`src/mahd_pkg.sv`:
```
`timescale 1ns / 1ps
package mahd_pkg;

  // Raw header codes.
  localparam logic [1:0] VER_V25      = 2'd0;
  localparam logic [1:0] VER_RESERVED = 2'd1;
  localparam logic [1:0] VER_V2       = 2'd2;
  localparam logic [1:0] VER_V1       = 2'd3;

  localparam logic [1:0] LAYER_RESERVED = 2'd0;
  localparam logic [1:0] LAYER_III      = 2'd1;
  localparam logic [1:0] LAYER_II       = 2'd2;
  localparam logic [1:0] LAYER_I        = 2'd3;

  localparam logic [1:0] MODE_MONO = 2'd3;
  localparam logic [1:0] SIDX_RESERVED = 2'd3;
  localparam logic [10:0] SYNC_WORD = 11'h7ff;

  // Frame length is q = floor(m / D) with the divisor reduced per base rate.
  localparam int MW = 22;
  localparam int QW = 13;
  localparam int RW = 28;
  localparam int DW = 9;
  localparam logic [DW-1:0] DIV_44K = 9'd441;
  localparam logic [DW-1:0] DIV_48K = 9'd48;
  localparam logic [DW-1:0] DIV_32K = 9'd32;
  // floor(2^32 / D): the estimate is low by at most one.
  localparam logic [RW-1:0] RECIP_44K = 28'd9739154;
  localparam logic [RW-1:0] RECIP_48K = 28'd89478485;
  localparam logic [RW-1:0] RECIP_32K = 28'd134217728;

  // Bitrate table, columns: V1 L1, V1 L2, V1 L3, V2 L1, V2 L2/L3.
  localparam logic [8:0] BITRATE_TAB [16][5] = '{
    '{9'd0,   9'd0,   9'd0,   9'd0,   9'd0},
    '{9'd32,  9'd32,  9'd32,  9'd32,  9'd8},
    '{9'd64,  9'd48,  9'd40,  9'd48,  9'd16},
    '{9'd96,  9'd56,  9'd48,  9'd56,  9'd24},
    '{9'd128, 9'd64,  9'd56,  9'd64,  9'd32},
    '{9'd160, 9'd80,  9'd64,  9'd80,  9'd40},
    '{9'd192, 9'd96,  9'd80,  9'd96,  9'd48},
    '{9'd224, 9'd112, 9'd96,  9'd112, 9'd56},
    '{9'd256, 9'd128, 9'd112, 9'd128, 9'd64},
    '{9'd288, 9'd160, 9'd128, 9'd144, 9'd80},
    '{9'd320, 9'd192, 9'd160, 9'd160, 9'd96},
    '{9'd352, 9'd224, 9'd192, 9'd176, 9'd112},
    '{9'd384, 9'd256, 9'd224, 9'd192, 9'd128},
    '{9'd416, 9'd320, 9'd256, 9'd224, 9'd144},
    '{9'd448, 9'd384, 9'd320, 9'd256, 9'd160},
    '{9'd0,   9'd0,   9'd0,   9'd0,   9'd0}
  };

  typedef struct packed {
    logic           ok;
    logic [1:0]     ver;
    logic [1:0]     lay;
    logic           prot;
    logic [1:0]     mode;
    logic [1:0]     nch;
    logic [8:0]     kbps;
    logic [15:0]    hz;
    logic [10:0]    spf;
    logic [5:0]     aot;
    logic [3:0]     fidx;
    logic           pad;
    logic           layer1;
    logic [MW-1:0]  m;
    logic [1:0]     sidx;
  } dec_t;

  function automatic logic [DW-1:0] div_of(input logic [1:0] sidx);
    logic [DW-1:0] d;
    case (sidx)
      2'd0:    d = DIV_44K;
      2'd1:    d = DIV_48K;
      default: d = DIV_32K;
    endcase
    return d;
  endfunction

  function automatic logic [RW-1:0] recip_of(input logic [1:0] sidx);
    logic [RW-1:0] r;
    case (sidx)
      2'd0:    r = RECIP_44K;
      2'd1:    r = RECIP_48K;
      default: r = RECIP_32K;
    endcase
    return r;
  endfunction

endpackage

```
`src/mahd_decode.sv`:
```
`timescale 1ns / 1ps
module mahd_decode (
  input  logic [31:0]     header_word,
  input  logic [2:0]      bytes_available,
  output mahd_pkg::dec_t  dec
);
  import mahd_pkg::*;

  logic [10:0] sync;
  logic [1:0]  ver, lay, sidx, mode, vcol;
  logic [3:0]  bidx;
  logic [2:0]  col;
  logic        ok;
  logic [8:0]  kbps;
  logic [15:0] base_hz;
  logic [15:0] n_base;
  logic [17:0] n;
  logic [MW-1:0] m;
  logic [3:0]  fidx;

  assign sync = header_word[31:21];
  assign ver  = header_word[20:19];
  assign lay  = header_word[18:17];
  assign bidx = header_word[15:12];
  assign sidx = header_word[11:10];
  assign mode = header_word[7:6];

  assign ok = (bytes_available >= 3'd4) && (sync == SYNC_WORD) &&
              (ver != VER_RESERVED) && (lay != LAYER_RESERVED) &&
              (bidx != 4'd0) && (bidx != 4'd15) && (sidx != SIDX_RESERVED);

  always_comb begin
    if (ver == VER_V1) begin
      col = 3'd3 - {1'b0, lay};
    end else begin
      col = (lay == LAYER_I) ? 3'd3 : 3'd4;
    end
    case (ver)
      VER_V1:  vcol = 2'd0;
      VER_V2:  vcol = 2'd1;
      default: vcol = 2'd2;
    endcase
    case (sidx)
      2'd0:    base_hz = 16'd44100;
      2'd1:    base_hz = 16'd48000;
      default: base_hz = 16'd32000;
    endcase
    // ISO 14496-3 index; base rate 44.1k/48k/32k is 4/3/5, each halving adds 3.
    case (sidx)
      2'd0:    fidx = 4'd4 + 4'(3 * vcol);
      2'd1:    fidx = 4'd3 + 4'(3 * vcol);
      default: fidx = 4'd5 + 4'(3 * vcol);
    endcase
  end

  assign kbps = BITRATE_TAB[bidx][col];

  // 144 (or 12 for layer I) times kbps, scaled up as the rate halves and by ten at 44.1k.
  always_comb begin
    if (lay == LAYER_I) begin
      n_base = 16'(kbps * 12);
    end else begin
      n_base = 16'(kbps * 144);
    end
    n = {2'b00, n_base} << vcol;
    if (sidx == 2'd0) begin
      m = MW'(n * 10);
    end else begin
      m = MW'(n);
    end
  end

  always_comb begin
    dec = '0;
    if (ok) begin
      dec.ok     = 1'b1;
      dec.ver    = ver;
      dec.lay    = lay;
      dec.prot   = header_word[16];
      dec.mode   = mode;
      dec.nch    = (mode == MODE_MONO) ? 2'd1 : 2'd2;
      dec.kbps   = kbps;
      dec.hz     = base_hz >> vcol;
      dec.spf    = (lay == LAYER_I) ? 11'd384 : 11'd1152;
      dec.aot    = (lay == LAYER_I) ? 6'd32 : ((lay == LAYER_II) ? 6'd33 : 6'd34);
      dec.fidx   = fidx;
      dec.pad    = header_word[9];
      dec.layer1 = (lay == LAYER_I);
      dec.m      = m;
      dec.sidx   = sidx;
    end
  end

endmodule

```
`src/mpeg_audio_header_decoder.sv`:
```
`timescale 1ns / 1ps
// MPEG-1/2/2.5 audio frame header decoder. Each input word carries the first
// four frame bytes (byte zero in bits 31..24) and the count of bytes present;
// each produces exactly one result word with the validity flag, the raw
// fields and the derived bitrate, sample rate, frame length, samples per
// frame, channel count, audio object type and ISO 14496-3 frequency index.
// A header that fails any check yields header_ok low and all other fields
// zero. The block is a three-stage pipeline: stage one decodes fields and
// looks up the tables, stage two multiplies by the reciprocal of the reduced
// sample-rate divisor, and stage three corrects the quotient and forms the
// frame length. It takes one word per cycle while out_ready is high; a word
// is registered in stages one, two and three in turn, and out_valid is the
// stage three flag. Stages hold their words under backpressure and empty
// stages fill up, so input is still taken while a result waits.
module mpeg_audio_header_decoder (
  input  logic        clk,
  input  logic        rst_n,
  input  logic        in_valid,
  output logic        in_ready,
  input  logic [31:0] in_header_word,
  input  logic [2:0]  in_bytes_available,
  output logic        out_valid,
  input  logic        out_ready,
  output logic        out_header_ok,
  output logic [1:0]  out_version_code,
  output logic [1:0]  out_layer_code,
  output logic        out_protection_absent,
  output logic [1:0]  out_channel_mode,
  output logic [1:0]  out_num_channels,
  output logic [8:0]  out_bitrate_kbps,
  output logic [15:0] out_sample_rate_hz,
  output logic [11:0] out_frame_bytes,
  output logic [10:0] out_samples_per_frame,
  output logic [5:0]  out_audio_object_type,
  output logic [3:0]  out_freq_index
);
  import mahd_pkg::*;

  dec_t dec_nxt;
  dec_t s1_r, s2_r, s3_r;
  logic s1_v_r, s2_v_r, s3_v_r;
  logic s1_ready, s2_ready, s3_ready;

  logic [MW+RW-1:0] prod;
  logic [QW-1:0]    qest_nxt, s2_qest_r;
  logic [MW-1:0]    qd, rem;
  logic [QW-1:0]    q, qp;
  logic [11:0]      frame_nxt, frame_r;

  mahd_decode u_decode (
    .header_word     (in_header_word),
    .bytes_available (in_bytes_available),
    .dec             (dec_nxt)
  );

  // A stage can load when it is empty or its word moves on this cycle.
  assign s3_ready = !s3_v_r || out_ready;
  assign s2_ready = !s2_v_r || s3_ready;
  assign s1_ready = !s1_v_r || s2_ready;
  assign in_ready = s1_ready;

  // Stage two: quotient estimate from the reciprocal, low by at most one.
  assign prod     = s1_r.m * recip_of(s1_r.sidx);
  assign qest_nxt = prod[QW+31:32];

  // Stage three: one correction step, then padding and the layer I slot size.
  assign qd   = {{(MW-QW){1'b0}}, s2_qest_r} * {{(MW-DW){1'b0}}, div_of(s2_r.sidx)};
  assign rem  = s2_r.m - qd;
  assign q    = (rem >= MW'(div_of(s2_r.sidx))) ? s2_qest_r + 1'b1 : s2_qest_r;
  assign qp   = q + {{(QW-1){1'b0}}, s2_r.pad};
  assign frame_nxt = s2_r.layer1 ? {qp[9:0], 2'b00} : qp[11:0];

  always_ff @(posedge clk) begin
    if (!rst_n) begin
      s1_v_r <= 1'b0;
      s2_v_r <= 1'b0;
      s3_v_r <= 1'b0;
    end else begin
      if (s1_ready) begin
        s1_v_r <= in_valid;
      end
      if (s2_ready) begin
        s2_v_r <= s1_v_r;
      end
      if (s3_ready) begin
        s3_v_r <= s2_v_r;
      end
    end
  end

  always_ff @(posedge clk) begin
    if (in_valid && s1_ready) begin
      s1_r <= dec_nxt;
    end
    if (s1_v_r && s2_ready) begin
      s2_r      <= s1_r;
      s2_qest_r <= qest_nxt;
    end
    if (s2_v_r && s3_ready) begin
      s3_r    <= s2_r;
      frame_r <= frame_nxt;
    end
  end

  assign out_valid             = s3_v_r;
  assign out_header_ok         = s3_r.ok;
  assign out_version_code      = s3_r.ver;
  assign out_layer_code        = s3_r.lay;
  assign out_protection_absent = s3_r.prot;
  assign out_channel_mode      = s3_r.mode;
  assign out_num_channels      = s3_r.nch;
  assign out_bitrate_kbps      = s3_r.kbps;
  assign out_sample_rate_hz    = s3_r.hz;
  assign out_frame_bytes       = frame_r;
  assign out_samples_per_frame = s3_r.spf;
  assign out_audio_object_type = s3_r.aot;
  assign out_freq_index        = s3_r.fidx;

endmodule

```
`config.mk`:
```
export PLATFORM = sky130hd
export DESIGN_NAME = mpeg_audio_header_decoder
export DESIGN_NICKNAME = d
export VERILOG_FILES = /design/src/mahd_pkg.sv /design/src/mahd_decode.sv /design/src/mpeg_audio_header_decoder.sv
export SDC_FILE = /design/constraint.sdc
export NUM_CORES = 1
export LEC_CHECK = 0
export BUFFER_PORTS_ARGS = -buffer_cell sky130_fd_sc_hd__clkbuf_2
export CAP_MARGIN = 20
export CORE_UTILIZATION = 55
export DETAILED_ROUTE_END_ITERATION = 6
export PLACE_DENSITY = 0.84
export SLEW_MARGIN = 15
export SYNTH_ARGS = -nofsm -noshare
export SYNTH_HDL_FRONTEND = slang
export SYNTH_HIERARCHICAL = 1
export SYNTH_SLANG_ARGS = --single-unit
```
`constraint.sdc`:
```
create_clock -name clk -period 9.2 [get_ports clk]
set_clock_uncertainty 0.05 [all_clocks]
set_input_delay 1.84 -clock clk [delete_from_list [all_inputs] [get_ports clk]]
set_output_delay 1.84 -clock clk [all_outputs]
set_load 0.1 [all_outputs]
```
==> out/metrics.cfg <==
[place]
place_congestion = 1.00
pre_cts_ws_ns = 0.422
portBuffers = 99
hpwl_um = 54500
dp_cells = 3178

[worst_setup_path]
cp_data_arrival_time_ns = 8.94
cp.required_ns = 9.42
worst-path-max-fanout = 41
endpoint_kind = flop
worstSetupPathType = flop to flop
cp-start-kind = flop
r2r_slack_ns = 0.49

[layout]
final_cell_count_no_fill = 3225
multi_input_area_sq_um = 17100
nFillCells = 3751
seq_area_sq_um = 7420
antenna_cells = 0
area_delta_synth_final_pct = 7.47
drive_gt1_share_pct = 8.37
finalNetCount = 3294
post-route-util_pct = 60.3

[global_routing]
grt_pass1_wl_um = 103000
grt_pass1_vias = 19427
antenna_found_initial = 1
grt_overflow = 0
globalRouteTotalUtil_pct = 27.0
grt_start_max_net_pins = 83

[logic_synthesis]
netlist_top_cells_count = 588 x inv_1, 388 x fa_1, 314 x ha_1
ys_ff_latch = 248
syn-instance-count = 2453
synth_edf_count = 245
ys_warn_count = 6
yosysMostFrequentCell = inv_1
synth_area_leaders = fa_1 29%, edfxtp_1 27%, ha_1 15%
syn_area_sq_um = 27000
synthDistinctLibCells = 99
synth_top_cell_by_area = fa_1
synthArstFlopShare_pct = 0
synth.avg_cell_area_sq_um = 11.0
synth-main-ff-cell = edfxtp_1
synth_top_area_share_pct = 28.7
ys_seq_area_share_pct = 27.4

[clock_tree]
htreeDepth = 1
clock_path_buffers = 3
clock-sinks = 248
postCtsHoldBufs = 0
insertion_delay_ns = 0.53
cts_buffers = 25
cts.reportedPaths.clkPinSlew_ns = 0.06
cts_tree = built
cts_root_buf = clkbuf_16

[timing]
layout_setup_ws_ns = 0.485
rsz0062_at_grt = false
slew_headroom_pct = 29.3
setup_tns_ns = 0
finalCritPeriodShare_pct = 94.7
setup_viol = 0
max_freq_mhz = 115
fin_crit_ns = 8.71
tightestPinTransition_ns = 1.06
hold_viol = 0
slew_viol_final = 0

[die]
coreArea_sq_um = 48100
die_y_um = 224
io_pins = 109
fp.dieW_um = 224
fp.dieArea_sq_um = 50000
rows = 80
initial_utilization_pct = 56.1

[route]
drt_wl_total_um = 65600
ant_nets = 0
num_vias = 17892
avgViaCountPerCell = 5.55
route.detailed.drc = 0
drt-wirelength-per-cell_um = 20.3
drtPass1Iterations = 5
first_iter_violations = 1478

[status]
status = finished, final reports clean

[hold_path]
hold_class = flop to flop

[run]
max_cap_violations = 0

==> cell families after synthesis <==
kind of cell,synth area share (%)
muxes,0.653
buffers and inverters,9.77
adders and majority gates,43.3
xor gates and xnor gates,2.14
DFF,27.4
AOI/OAI and AO/OA,7.71
other,0.0139
and+or+nand+nor,8.95
==> layout by cell type (no fill, tap or decap), types with 6 or more instances in the layout <==
cell         n
and3_1      16
nand4_1     15
conb_1      22
o21ai_0     54
a21o_1      35
xor2_1      16
o21a_1      18
clkbuf_16   25
nor2b_1     38
clkinv_1     6
inv_1      588
nor3_1      20
or3_1        8
a31oi_1     10
ha_1       314
nand2_1     93
nor4_1       6
fa_1       388
and2_1      49
o22ai_1      8
nand2b_1    36
xnor2_1     50
nor2_1     100
o211ai_1    13
nand3_1     33
mux2i_1     12
buf_4       22
edfxtp_1   245
a211oi_1     8
clkbuf_2    99
a21oi_1     69
or2_2        9
==> routing by layer <==
layer  routed length (um)  vias up  share of wire [%]  track usage [%]
li1                     -     8112                  -                -
met4                 2690        2                4.1             10.1
met3                 4380      158                6.7             4.24
met2                33100      683                 50             47.7
met5                   11        -              0.017                0
met1                25400     8937                 39             33.3
==> area by class of cell <==
class	instances	area share [%]
Clock buffer	30	2.22
Inverter	592	7.65
Multi-Input combinational cell	1561	58.8
Timing Repair Buffer	125	2.52
Sequential cell	248	25.5
Clock inverter	13	0.396
Tap cell	656	2.83
==> path summary, 6_finish.rpt <==
path	endpoint	cells after the start	from
min reg2reg	out_sample_rate_hz[15]	0	s2_r[62]
max	s2_qest_r[11]	27	s1_r[1]
min	out_sample_rate_hz[15]	0	s2_r[62]
max reg2reg	s2_qest_r[11]	27	s1_r[1]
==> critical path: stages (launching register included) <==
cell and delay, ns:
edfxtp_1 0.40, buf_6 0.23, nor2b_1 0.41, and2_1 0.38, fa_1 0.46, inv_1 0.11, fa_1 0.49, fa_1 0.54
fa_1 0.53, fa_1 0.50, inv_1 0.05, fa_1 0.50, fa_1 0.43, ha_1 0.35, a21o_1 0.17, a21o_1 0.16
a21oi_1 0.20, o21ai_0 0.13, a221o_1 0.34, a2111oi_1 0.37, buf_4 0.24, nor3_1 0.10, o2111ai_1 0.30, a21boi_0 0.19
o21a_1 0.24, o21ai_1 0.25, a21oi_1 0.14, xor2_1 0.16
==> per-stage QoR <==
step,hold slack (ns),cell area [sq um]
2_1_floorplan,0.350,27100
3_3_place_gp,0.350,28200
3_5_place_dp,0.355,28200
4_1_cts,0.360,29000
5_1_grt,0.358,29000
6_report,0.354,29000
==> flip-flops by register name, summed over array words and instances (netlist names), 4 cells and up <==
name	cells
out_freq_index	4
s2_qest_r	13
out_sample_rate_hz	16
s1_r	82
out_frame_bytes	12
out_samples_per_frame	11
out_bitrate_kbps	9
s2_r	82
out_audio_object_type	6
==> timing repair <==
action | in CTS | in global routing
hold endpoints to repair | 0 | 0
setup buffers | 0 | 3
endpoints found under the setup margin | 0 | 3
resized for setup | 0 | 7
Power is left out: the tool's default activity adds up to more than one toggle a clock period on the data nets, which glitch-free logic cannot reach.
